===== src/design/md5_pkg.sv =====
// Shared types, constants and round functions for the MD5 digest unit.
`timescale 1ns / 1ps
`default_nettype none

package md5_pkg;

  localparam logic [31:0] IV_A = 32'h67452301;
  localparam logic [31:0] IV_B = 32'hefcdab89;
  localparam logic [31:0] IV_C = 32'h98badcfe;
  localparam logic [31:0] IV_D = 32'h10325476;
  localparam logic [7:0]  PAD_BYTE = 8'h80;
  localparam logic [1:0]  LAST_IDX = 2'd3;

  localparam logic [31:0] K_TAB [64] = '{
    32'hd76aa478, 32'he8c7b756, 32'h242070db, 32'hc1bdceee,
    32'hf57c0faf, 32'h4787c62a, 32'ha8304613, 32'hfd469501,
    32'h698098d8, 32'h8b44f7af, 32'hffff5bb1, 32'h895cd7be,
    32'h6b901122, 32'hfd987193, 32'ha679438e, 32'h49b40821,
    32'hf61e2562, 32'hc040b340, 32'h265e5a51, 32'he9b6c7aa,
    32'hd62f105d, 32'h02441453, 32'hd8a1e681, 32'he7d3fbc8,
    32'h21e1cde6, 32'hc33707d6, 32'hf4d50d87, 32'h455a14ed,
    32'ha9e3e905, 32'hfcefa3f8, 32'h676f02d9, 32'h8d2a4c8a,
    32'hfffa3942, 32'h8771f681, 32'h6d9d6122, 32'hfde5380c,
    32'ha4beea44, 32'h4bdecfa9, 32'hf6bb4b60, 32'hbebfbc70,
    32'h289b7ec6, 32'heaa127fa, 32'hd4ef3085, 32'h04881d05,
    32'hd9d4d039, 32'he6db99e5, 32'h1fa27cf8, 32'hc4ac5665,
    32'hf4292244, 32'h432aff97, 32'hab9423a7, 32'hfc93a039,
    32'h655b59c3, 32'h8f0ccc92, 32'hffeff47d, 32'h85845dd1,
    32'h6fa87e4f, 32'hfe2ce6e0, 32'ha3014314, 32'h4e0811a1,
    32'hf7537e82, 32'hbd3af235, 32'h2ad7d2bb, 32'heb86d391
  };

  localparam logic [4:0] ROT_TAB [16] = '{
    5'd7, 5'd12, 5'd17, 5'd22, 5'd5, 5'd9, 5'd14, 5'd20,
    5'd4, 5'd11, 5'd16, 5'd23, 5'd6, 5'd10, 5'd15, 5'd21
  };

  // what happens after the fold of a finished block
  typedef enum logic [1:0] {
    PH_NONE = 2'd0,  // back to taking bytes
    PH_PAD  = 2'd1,  // end of message seen, padding still to write
    PH_LEN  = 2'd2,  // extra block holding only the length follows
    PH_DONE = 2'd3   // digest is ready
  } md5_phase_t;

  typedef struct packed {
    logic       absorb;
    logic       pad;
    logic       lenblk;
    logic       load;
    logic       round;
    logic       fold;
    logic       restart;
    logic [1:0] out_idx;
  } md5_cmd_t;

  typedef struct packed {
    logic block_full;  // next byte completes the block
    logic pad_two;     // padding spills into a second block
    logic round_last;
  } md5_sts_t;

  function automatic logic [31:0] k_const(input logic [5:0] r);
    return K_TAB[r];
  endfunction

  function automatic logic [4:0] rot_amt(input logic [5:0] r);
    return ROT_TAB[{r[5:4], r[1:0]}];
  endfunction

  function automatic logic [3:0] msg_idx(input logic [5:0] r);
    logic [3:0] v;
    v = r[3:0];
    unique case (r[5:4])
      2'd0: return v;
      2'd1: return 4'((v << 2) + v + 4'd1);
      2'd2: return 4'((v << 1) + v + 4'd5);
      default: return 4'((v << 3) - v);
    endcase
  endfunction

  function automatic logic [31:0] round_f(input logic [5:0] r, input logic [31:0] b,
                                          input logic [31:0] c, input logic [31:0] d);
    unique case (r[5:4])
      2'd0: return (b & c) | (~b & d);
      2'd1: return (b & d) | (c & ~d);
      2'd2: return b ^ c ^ d;
      default: return c ^ (b | ~d);
    endcase
  endfunction

  function automatic logic [31:0] rotl(input logic [31:0] x, input logic [4:0] s);
    logic [63:0] dbl;
    dbl = {x, x} << s;
    return dbl[63:32];
  endfunction

endpackage

`default_nettype wire


===== src/design/md5_dp.sv =====
// MD5 datapath: block buffer, byte count, round registers and chaining words.
`timescale 1ns / 1ps
`default_nettype none

module md5_dp import md5_pkg::*; (
  input  logic        clk,
  input  logic        rst,
  input  md5_cmd_t    cmd,
  input  logic [7:0]  msg_byte,
  output md5_sts_t    sts,
  output logic [31:0] digest_word
);

  logic [31:0] blk [16];
  logic [31:0] blk_next [16];
  logic [31:0] chain [4];
  logic [31:0] wa, wb, wc, wd;
  logic [31:0] pre;
  logic [5:0]  rnd;
  logic [60:0] byte_cnt;

  logic [5:0]  pos;
  logic [3:0]  wsel;
  logic [1:0]  lsel;
  logic [7:0]  ins;
  logic        pad_two;
  logic [31:0] len_lo, len_hi;
  logic [5:0]  rnd_n;
  logic [31:0] f_val, new_b, pre_next;

  assign pos     = byte_cnt[5:0];
  assign wsel    = pos[5:2];
  assign lsel    = pos[1:0];
  assign pad_two = (pos[5:3] == 3'b111);
  assign ins     = cmd.pad ? PAD_BYTE : msg_byte;
  assign len_lo  = {byte_cnt[28:0], 3'b000};
  assign len_hi  = byte_cnt[60:29];

  assign sts.block_full = (pos == 6'd63);
  assign sts.pad_two    = pad_two;
  assign sts.round_last = (rnd == 6'd63);

  always_comb begin
    for (int i = 0; i < 16; i++) begin
      blk_next[i] = blk[i];
      if (cmd.absorb || cmd.pad) begin
        if (4'(i) == wsel) begin
          for (int j = 0; j < 4; j++) begin
            if (2'(j) == lsel) begin
              blk_next[i][8*j +: 8] = ins;
            end else if (2'(j) > lsel) begin
              blk_next[i][8*j +: 8] = 8'd0;
            end
          end
        end else if (cmd.pad && (4'(i) > wsel)) begin
          blk_next[i] = 32'd0;
        end
      end
      if (cmd.lenblk) begin
        blk_next[i] = 32'd0;
      end
      // bit length goes in the top two words of the final block
      if (cmd.lenblk || (cmd.pad && !pad_two)) begin
        if (i == 14) begin
          blk_next[i] = len_lo;
        end else if (i == 15) begin
          blk_next[i] = len_hi;
        end
      end
    end
  end

  always_ff @(posedge clk) begin
    blk <= blk_next;
  end

  // pre holds a + K + M of the coming round, so a round is one add, rotate, add
  assign rnd_n    = rnd + 6'd1;
  assign f_val    = round_f(rnd, wb, wc, wd);
  assign new_b    = wb + rotl(pre + f_val, rot_amt(rnd));
  assign pre_next = wd + k_const(rnd_n) + blk[msg_idx(rnd_n)];

  always_ff @(posedge clk) begin
    if (cmd.load) begin
      wa  <= chain[0];
      wb  <= chain[1];
      wc  <= chain[2];
      wd  <= chain[3];
      pre <= chain[0] + k_const(6'd0) + blk[0];
    end else if (cmd.round) begin
      wa  <= wd;
      wd  <= wc;
      wc  <= wb;
      wb  <= new_b;
      pre <= pre_next;
    end
  end

  always_ff @(posedge clk) begin
    if (rst) begin
      chain[0] <= IV_A;
      chain[1] <= IV_B;
      chain[2] <= IV_C;
      chain[3] <= IV_D;
      byte_cnt <= '0;
      rnd      <= '0;
    end else begin
      if (cmd.load) begin
        rnd <= '0;
      end else if (cmd.round) begin
        rnd <= rnd_n;
      end
      if (cmd.absorb) begin
        byte_cnt <= byte_cnt + 61'd1;
      end
      if (cmd.restart) begin
        chain[0] <= IV_A;
        chain[1] <= IV_B;
        chain[2] <= IV_C;
        chain[3] <= IV_D;
        byte_cnt <= '0;
      end else if (cmd.fold) begin
        chain[0] <= chain[0] + wa;
        chain[1] <= chain[1] + wb;
        chain[2] <= chain[2] + wc;
        chain[3] <= chain[3] + wd;
      end
    end
  end

  assign digest_word = chain[cmd.out_idx];

endmodule

`default_nettype wire


===== src/design/md5_ctrl.sv =====
// MD5 controller: sequences byte intake, padding, block rounds and digest output.
`timescale 1ns / 1ps
`default_nettype none

module md5_ctrl import md5_pkg::*; (
  input  logic     clk,
  input  logic     rst,
  input  logic     in_valid,
  input  logic     in_has_byte,
  input  logic     in_last,
  input  logic     out_ready,
  input  md5_sts_t sts,
  output logic     in_ready,
  output logic     out_valid,
  output md5_cmd_t cmd
);

  typedef enum logic [6:0] {
    ST_IDLE   = 7'b0000001,
    ST_PAD    = 7'b0000010,
    ST_LOAD   = 7'b0000100,
    ST_ROUND  = 7'b0001000,
    ST_FOLD   = 7'b0010000,
    ST_LENBLK = 7'b0100000,
    ST_OUT    = 7'b1000000
  } state_t;

  state_t     state, state_next;
  md5_phase_t phase, phase_next;
  logic [1:0] out_idx, out_idx_next;
  logic       take;

  assign in_ready  = (state == ST_IDLE);
  assign out_valid = (state == ST_OUT);
  assign take      = in_valid && in_ready;

  always_comb begin
    state_next   = state;
    phase_next   = phase;
    out_idx_next = out_idx;
    cmd          = '0;
    cmd.out_idx  = out_idx;
    unique case (state)
      ST_IDLE: begin
        if (take) begin
          cmd.absorb = in_has_byte;
          if (in_has_byte && sts.block_full) begin
            phase_next = in_last ? PH_PAD : PH_NONE;
            state_next = ST_LOAD;
          end else if (in_last) begin
            state_next = ST_PAD;
          end
        end
      end
      ST_PAD: begin
        cmd.pad    = 1'b1;
        phase_next = sts.pad_two ? PH_LEN : PH_DONE;
        state_next = ST_LOAD;
      end
      ST_LENBLK: begin
        cmd.lenblk = 1'b1;
        phase_next = PH_DONE;
        state_next = ST_LOAD;
      end
      ST_LOAD: begin
        cmd.load   = 1'b1;
        state_next = ST_ROUND;
      end
      ST_ROUND: begin
        cmd.round = 1'b1;
        if (sts.round_last) begin
          state_next = ST_FOLD;
        end
      end
      ST_FOLD: begin
        cmd.fold = 1'b1;
        unique case (phase)
          PH_NONE: state_next = ST_IDLE;
          PH_PAD:  state_next = ST_PAD;
          PH_LEN:  state_next = ST_LENBLK;
          PH_DONE: state_next = ST_OUT;
          default: state_next = ST_IDLE;
        endcase
      end
      ST_OUT: begin
        if (out_ready) begin
          out_idx_next = out_idx + 2'd1;
          if (out_idx == LAST_IDX) begin
            cmd.restart = 1'b1;
            phase_next  = PH_NONE;
            state_next  = ST_IDLE;
          end
        end
      end
      default: state_next = ST_IDLE;
    endcase
  end

  always_ff @(posedge clk) begin
    if (rst) begin
      state   <= ST_IDLE;
      phase   <= PH_NONE;
      out_idx <= '0;
    end else begin
      state   <= state_next;
      phase   <= phase_next;
      out_idx <= out_idx_next;
    end
  end

endmodule

`default_nettype wire


===== src/design/md5_message_digest_unit.sv =====
// Top level of the MD5 digest unit: stream ports, controller and datapath.
// A byte item is taken while the unit is idle; the item that fills a 64-byte block then runs
// one load, 64 rounds of the single round unit and one fold before the next item is taken.
// An item marked last adds a padding step and then one or two blocks, the second built in a
// length-block step, then the four digest words leave one per cycle while m_tready is high.
// One item is in work at a time. Synchronous reset loads the MD5 initial chaining words,
// zeroes the length and returns the controller to idle; the block buffer is not cleared.
`timescale 1ns / 1ps
`default_nettype none

module md5_message_digest_unit import md5_pkg::*; (
  input  logic        clk,
  input  logic        rst,
  input  logic        s_tvalid,
  output logic        s_tready,
  input  logic [7:0]  s_tdata,   // [7:0] msg_byte
  input  logic        s_tuser,   // [0] has_byte
  input  logic        s_tlast,   // last_byte
  output logic        m_tvalid,
  input  logic        m_tready,
  output logic [31:0] m_tdata,   // [31:0] digest_word
  output logic [1:0]  m_tuser,   // [1:0] word_index
  output logic        m_tlast    // last_word
);

  md5_cmd_t cmd;
  md5_sts_t sts;

  md5_ctrl u_ctrl (
    .clk         (clk),
    .rst         (rst),
    .in_valid    (s_tvalid),
    .in_has_byte (s_tuser),
    .in_last     (s_tlast),
    .out_ready   (m_tready),
    .sts         (sts),
    .in_ready    (s_tready),
    .out_valid   (m_tvalid),
    .cmd         (cmd)
  );

  md5_dp u_dp (
    .clk         (clk),
    .rst         (rst),
    .cmd         (cmd),
    .msg_byte    (s_tdata),
    .sts         (sts),
    .digest_word (m_tdata)
  );

  assign m_tuser = cmd.out_idx;
  assign m_tlast = (cmd.out_idx == LAST_IDX);

  a_no_overlap: assert property (@(posedge clk) disable iff (rst)
    !(s_tready && m_tvalid))
    else $error("input taken while digest is being sent");

  a_back_to_idle: assert property (@(posedge clk) disable iff (rst)
    (m_tvalid && m_tready && m_tlast) |=> (s_tready && !m_tvalid))
    else $error("unit not idle after final digest word");

  a_last_busy: assert property (@(posedge clk) disable iff (rst)
    (s_tvalid && s_tready && s_tlast) |=> (!s_tready && !m_tvalid))
    else $error("end of message did not start padding");

  a_word_order: assert property (@(posedge clk) disable iff (rst)
    (m_tvalid && m_tready && !m_tlast) |=> (m_tvalid && m_tuser == $past(m_tuser) + 2'd1))
    else $error("digest words out of order");

endmodule

`default_nettype wire

===== config.mk =====
export PLATFORM = sky130hd
export DESIGN_NAME = md5_message_digest_unit
export DESIGN_NICKNAME = d
export VERILOG_FILES = /design/src/design/md5_pkg.sv /design/src/design/md5_dp.sv /design/src/design/md5_ctrl.sv /design/src/design/md5_message_digest_unit.sv
export SDC_FILE = /design/constraint.sdc
export NUM_CORES = 2
export LEC_CHECK = 0
export ABC_AREA = 0
export BUFFER_PORTS_ARGS = -buffer_cell sky130_fd_sc_hd__buf_2
export CAP_MARGIN = 10
export CORE_UTILIZATION = 70
export CTS_CLUSTER_DIAMETER = 100
export DETAILED_ROUTE_END_ITERATION = 16
export MAX_ROUTING_LAYER = met4
export PLACE_DENSITY = 0.88
export SLEW_MARGIN = 20
export SYNTH_ARGS = -nofsm -noshare
export SYNTH_HDL_FRONTEND = slang
export SYNTH_SLANG_ARGS = --single-unit
export TNS_END_PERCENT = 1

===== constraint.sdc =====
create_clock -name clk -period 22.3 [get_ports clk]
set_input_delay 0 -clock clk [delete_from_list [all_inputs] [get_ports clk]]
set_output_delay 0 -clock clk [all_outputs]
set_load 0.02 [all_outputs]

# Yosys cells after proc, flatten, opt, wreduce, memory -nomap -nowiden
# Memory sizes are Yosys's and may differ from the RTL's. A register that Yosys moved wholly into a read port is not among the register bits.
# Cells that the tools add are included.
# op_classes
addsub	18
n_lt_le_gt_ge	23
n_eq_ne	107
shift	1
n_mux	110
bitwise	23
reduce_logical	119
# ops
cell	count
2-to-1 mux 32 bit	60
adder 32 bit	9
AND reduction 3 bit	65
AND 32 bit	4
binary-select mux 32 bit (select 4 bit)	1
inequality test 3 x 1 -> 1 bit (second input constant)	38
bitwise OR 32 bit	3
case mux 32 bit (3 select lines)	1
bitwise XOR 32 bit	3
2-to-1 mux 8 bit	9
inverter 32 bit	2
<< shifter 64 x 5 -> 64 bit	1
adder 61 x 1 -> 61 bit (second input constant)	1
inequality test 3 bit (second input constant)	20
2-to-1 mux 7 bit	6
case mux 7 bit (6 select lines)	1
inequality test 5 x 1 -> 1 bit (second input constant)	8
adder 32 bit (second input constant)	1
== test 4 bit (first input constant)	8
greater-than comparator 4 bit (first input constant)	8
nonzero test 2 bit	16
case mux 7 bit (4 select lines)	1
2-to-1 mux 1 bit	21
logical AND 1 bit	19
47 further kinds	95
# totals
ff_bits	750
ramBits	128
romBits	2128
out_inout_bits	37
wordCells	479
n_memories	3
# mem_list
name	words	word_bits	rd	rd_ports_with_merged_regs	write_ports	line	text
(no name shown)	64	32	1	0	0	md5_pkg.sv:64	return K_TAB[r];
u_dp.chain	4	32	5	1	4	md5_dp.sv:16	logic [31:0] chain [4];
(no name shown)	16	5	1	0	0	md5_pkg.sv:68	return ROT_TAB[{r[5:4], r[1:0]}];

# Logic depth before layout (Yosys ltp)
# logic_depth
depth_word	11
mapped_depth	38
ltp_nobuf	33

# Hierarchy
# Synthesis repeated with hierarchy kept, for this count alone.
# hier_totals
cells_unflattened	6823
hier_area_um2	59635.9
# modules_own_cells
module	instances	cells_per_inst	area_per_inst_um2
md5_dp	1	6724	58867.7
md5_ctrl	1	98	762.0
md5_message_digest_unit	1	1	6.3

# Least setup slack after synthesis
# No wires, ideal clock.
# synth_path
path_type	reg2reg
startpoint	reg u_dp.rnd[4]
endpoint	reg u_dp.wb[30], data pin
arrival_time_ps	7835
t_required_ps	22033
setup_slack_ps	14199
path_stages_with_launch	36
synth_period_minus_slack_ps	8101
cell_sequence	dfxtp_1 -> buf_2 -> buf_2 -> clkbuf_1 -> buf_1 -> buf_1 -> buf_1 -> nand2_1 -> nand2_1 -> a31oi_1 -> ha_1 -> a21oi_1 -> o21ai_0 -> or4_1 -> a221oi_1 -> mux2i_1 -> a31oi_1 -> and2_1 -> mux4_2 -> mux2i_1 -> nand2_1 -> o21ai_0 -> mux2i_1 -> ha_1 -> and2_1 -> and3_1 -> a221o_1 -> a21o_1 -> a21o_1 -> or3_1 -> o211ai_1 -> o22ai_1 -> or4b_1 -> a31oi_1 -> xor2_1 -> o21ai_0
# synth_via
elab_chain_cells	8
elab_cells_between_ends	13
cone_classes	add/sub (2); eq/ne (2); shift (1); mux (5); bitwise (1); reduce/logical (1); memory (1)
# synth_lines
element	line	text
start: declaration	md5_dp.sv:19	logic [5:0] rnd;
start signal: assignment	md5_dp.sv:111	rnd <= rnd_n;
parallel branches: the longest is 4 deep, another holds adder 32 bit	-	
<< shifter 64 x 5 -> 64 bit (*)	md5_pkg.sv:94	dbl = {x, x} << s;
adder 32 bit (*)	md5_dp.sv:80	assign new_b = wb + rotl(pre + f_val, rot_amt(rnd));
2-to-1 mux 32 bit (*)	md5_dp.sv:90	end else if (cmd.round) begin
2-to-1 mux 32 bit (*)	md5_dp.sv:84	if (cmd.load) begin
end signal: assignment	md5_dp.sv:86	wb <= chain[1];
end signal: assignment	md5_dp.sv:94	wb <= new_b;
end: declaration	md5_dp.sv:17	logic [31:0] wa, wb, wc, wd;
# Every way passes the cells marked *. The select of a mux whose other input is x is not followed.
# A chain may end at the register's enable or synchronous reset.

# Final worst setup path
# Same ends and word-level chain as after synthesis.

==> qor.yml <==
finalSetupViolations: 0
grt_pass1_wl_um: 314000
status: "completed"
grt_max_degree: 226
p_per_area_nw_per_um2: 84.3
core.rowCount: 105
route.vias.total: 55700
numCtsBuffers: 90
grt_pass1_vias: 52600
min_period_ns: 9.97
max_slew.worst_pin.slew_ns: 1.26
tns_ns: 0
synth_area_um2: 58700
wire_per_inst_um: 27.3
tritoncts: "built"
cp_data_arrival_time_ns: 10.35
end_kind: "flip-flop"
synth.avg_cell_area_um2: 8.64
die_h_um: 291
finalCritPeriodShare_pct: 44.7
cts_root_buf: "clkbuf_16"
postCtsSetupRepairBufs: 0
ys.warnings.count: 0
critPathSlowestCell: "dfxtp_4"
cpMostUsedCell: "mux2i_1"
skew_ns: 0.0907
slowest_delay_ns: 0.89
cp.required_ns: 22.68
leakage_nw: 24.8
finalPower_mw: 5.29
final_max_slew_viol_count: 0
die_area_um2: 85000
fmax_ghz: 0.100
nNetsFinal: 6933
io_pins: 51
cts_max_level: 3
path_class: "flip-flop to flip-flop"
dr.pass1.iters: 10
crit_family: "compound AO/OA/AOI/OAI gates"
coreArea_um2: 82500
clk_pin_slew_worst_paths_ns: 0.06
critPathLaunchType: "flip-flop"
crit_buf_inv: 2
place.gp.congestion: 1.11
synth_cells: 6788
layout-area-overhead-vs-synth_pct: 6.97
clk_latency_ns: 0.71
cts_buffer_depth: 3
fp.dieW_um: 291
cts_sinks: 880
max-cap-violations: 0
rsz0062_at_grt: "false"
relSlewSlack_pct: 16.0
drive_above_1_share_pct: 8.69
dr.first_iter.drc_count: 8520
synth_seq_cells: 880
syn_nets: 7158
antenna_left: 0
vias_per_cell: 7.21
worstHoldPathType: "input port to flip-flop"
io_buffers: 50
finalWirelength_um: 210000
hpwl_um: 145000
antenna_found_initial: 11
cts_resized: 0
yosysUniqueCellTypes: 87
ir_drop_mv: 0.0808
start_util_pct: 71.1
yosysSeqAreaShare_pct: 35.4
grt_remaining_overflow: 0
drcViolationCount: 0
synth_edf_count: 317
finalHoldViolCount: 0
worst-path-max-fanout: 123
grt.total_usage_pct: 49.7
async_flop_share_pct: 0
synth_top_flop_cell: "dfxtp_1"
## worst paths after layout
path | from | endpoint | slack, ns | depth (start not counted)
worst min register to register | u_dp.blk[116]$_SDFFE_PN0P_ | u_dp.blk[116]$_SDFFE_PN0P_ | 0.45 | 2
worst max register to register | u_dp.rnd[4]$_SDFFE_PP0P_ | u_dp.wb[30]$_DFFE_PP_ | 12.33 | 34
worst max-delay path | u_dp.rnd[4]$_SDFFE_PP0P_ | u_dp.wb[30]$_DFFE_PP_ | 12.33 | 34
worst min-delay path | m_tready | u_ctrl.out_idx[1]$_SDFFE_PP0P_ | 0.20 | 4
## cell usage in the layout, fill, tap and decap left out, types with 25 or more instances in the layout
cell       synthesis  routed
nand2_1          775     773
a211oi_1          58      57
inv_1            247     247
o21ai_1           29      25
nor2b_1           48      47
o21a_1            37      37
mux2i_1          109     108
nand2b_1          40      38
nor2_1           821     811
o211ai_1          35      35
xor2_1           123     120
buf_2             15      50
a221oi_1          39      39
and2_1            32      32
a21o_1           108     108
dfxtp_1          563     560
mux2_2            49      49
a22o_1            51      51
nand4_1           25      25
mux4_2           163     163
fa_1              42      42
o21ai_0          377     375
ha_1             314     313
clkbuf_16          0      95
a22oi_1          338     338
xnor2_1          180     173
nor3_1           111     108
edfxtp_1         317     317
and3_1            66      65
buf_4              3      76
o21bai_1          42      42
nand3_1          193     193
a31oi_1           92      92
a21oi_1          545     541
or3_1             94      94
## per-stage QoR
stage               instances  hold WS [ns]  instance area (um^2)  setup slack (ns)  utilization [%]
floorplan                6788         0.152                 58700             14.20                -
global placement         7528         0.328                 59400             12.98             72.0
detailed placement       7528         0.337                 59400             12.64             72.0
CTS                      7710         0.186                 62700             12.57             76.0
global route             7714         0.218                 62700             11.63             76.0
finish                   7716         0.195                 62700             12.33             76.0
## power by group
| part | internal, mW | switching, mW |
|---|---|---|
| sequential | 1.77 | 0.0834 |
| combinational | 0.667 | 1.16 |
| clock | 0.913 | 0.696 |
| total | 3.35 | 1.94 |
## what timing repair did
item                                    in CTS  in global routing
endpoints found under the hold margin       42                  0
endpoints found under the setup margin       0                  0
hold buffers                                13                  0
## Yosys cell counts (39+ instances only)
cell | number | area [um^2]
a21oi_1 | 545 | 2730
nor2b_1 | 48 | 300
a211oi_1 | 58 | 435
mux2i_1 | 109 | 1090
nand2b_1 | 40 | 250
a22oi_1 | 338 | 2540
dfxtp_1 | 563 | 11300
buf_1 | 47 | 176
or3_1 | 94 | 588
mux2_2 | 49 | 552
a31oi_1 | 92 | 576
xor2_1 | 123 | 1080
nor3_1 | 111 | 556
and3_1 | 66 | 413
o21bai_1 | 42 | 315
edfxtp_1 | 317 | 9520
a22o_1 | 51 | 447
o21ai_0 | 377 | 1890
ha_1 | 314 | 3930
inv_1 | 247 | 927
a221oi_1 | 39 | 342
fa_1 | 42 | 841
xnor2_1 | 180 | 1580
nor2_1 | 821 | 3080
nand3_1 | 193 | 966
nand2_1 | 775 | 2910
clkbuf_1 | 394 | 1480
a21o_1 | 108 | 811
mux4_2 | 163 | 3670
## layer usage
layer / up-vias / track usage, % / wire length (um)
li1: 24300 / - / -
met5: - / - / 0
met2: 4165 / 72.9 / 90900
met4: 0 / 39.5 / 20900
met1: 26100 / 57.4 / 71200
met3: 1132 / 13.6 / 27300
## cell type report
| cell class | instances | area, um^2 |
|---|---|---|
| tap | 1070 | 1340 |
| multi-input combinational | 5201 | 35500 |
| clock buffer | 125 | 2620 |
| fill | 5682 | 19800 |
| timing repair buffer | 142 | 1010 |
| antenna | 6 | 15.0 |
| clock inverter | 44 | 533 |
| sequential | 880 | 20800 |
| inverter | 248 | 931 |
## worst reg2reg max path: cells and delay by family, from the launching register on
family | cells | cell delay, ns
xor+xnor | 3 | 0.61
flops | 1 | 0.89
mux | 4 | 0.73
simple gates | 6 | 0.96
compound gates | 15 | 4.18
buf+inv | 2 | 0.97
fa+ha+maj | 4 | 1.33
## state kept, by name, summed over array words and instances, names as in the netlist, named ones only
name and flops:
u_dp.wa 32, u_ctrl.state 7, u_dp.rnd 6, u_dp.chain 128
u_dp.wb 32, u_ctrl.out_idx 2, u_dp.wc 32, u_dp.wd 32
u_dp.pre 32, u_ctrl.phase 2, u_dp.blk 512, u_dp.byte_cnt 61
## logic make-up (layout without fill, tap and decap cells)
group	Yosys count	count (layout)	share of synthesized area [%]
buffers and inverters	707	559	4.58
other	0	6	0
DFF	880	880	35.4
adders and majority gates	357	357	8.15
AOI/OAI and AO/OA	1930	1930	21.0
muxes	321	321	9.06
and+or+nand+nor	2289	2289	17.2
xor gates and xnor gates	304	304	4.57
Power figures use the tool's default switching activity.
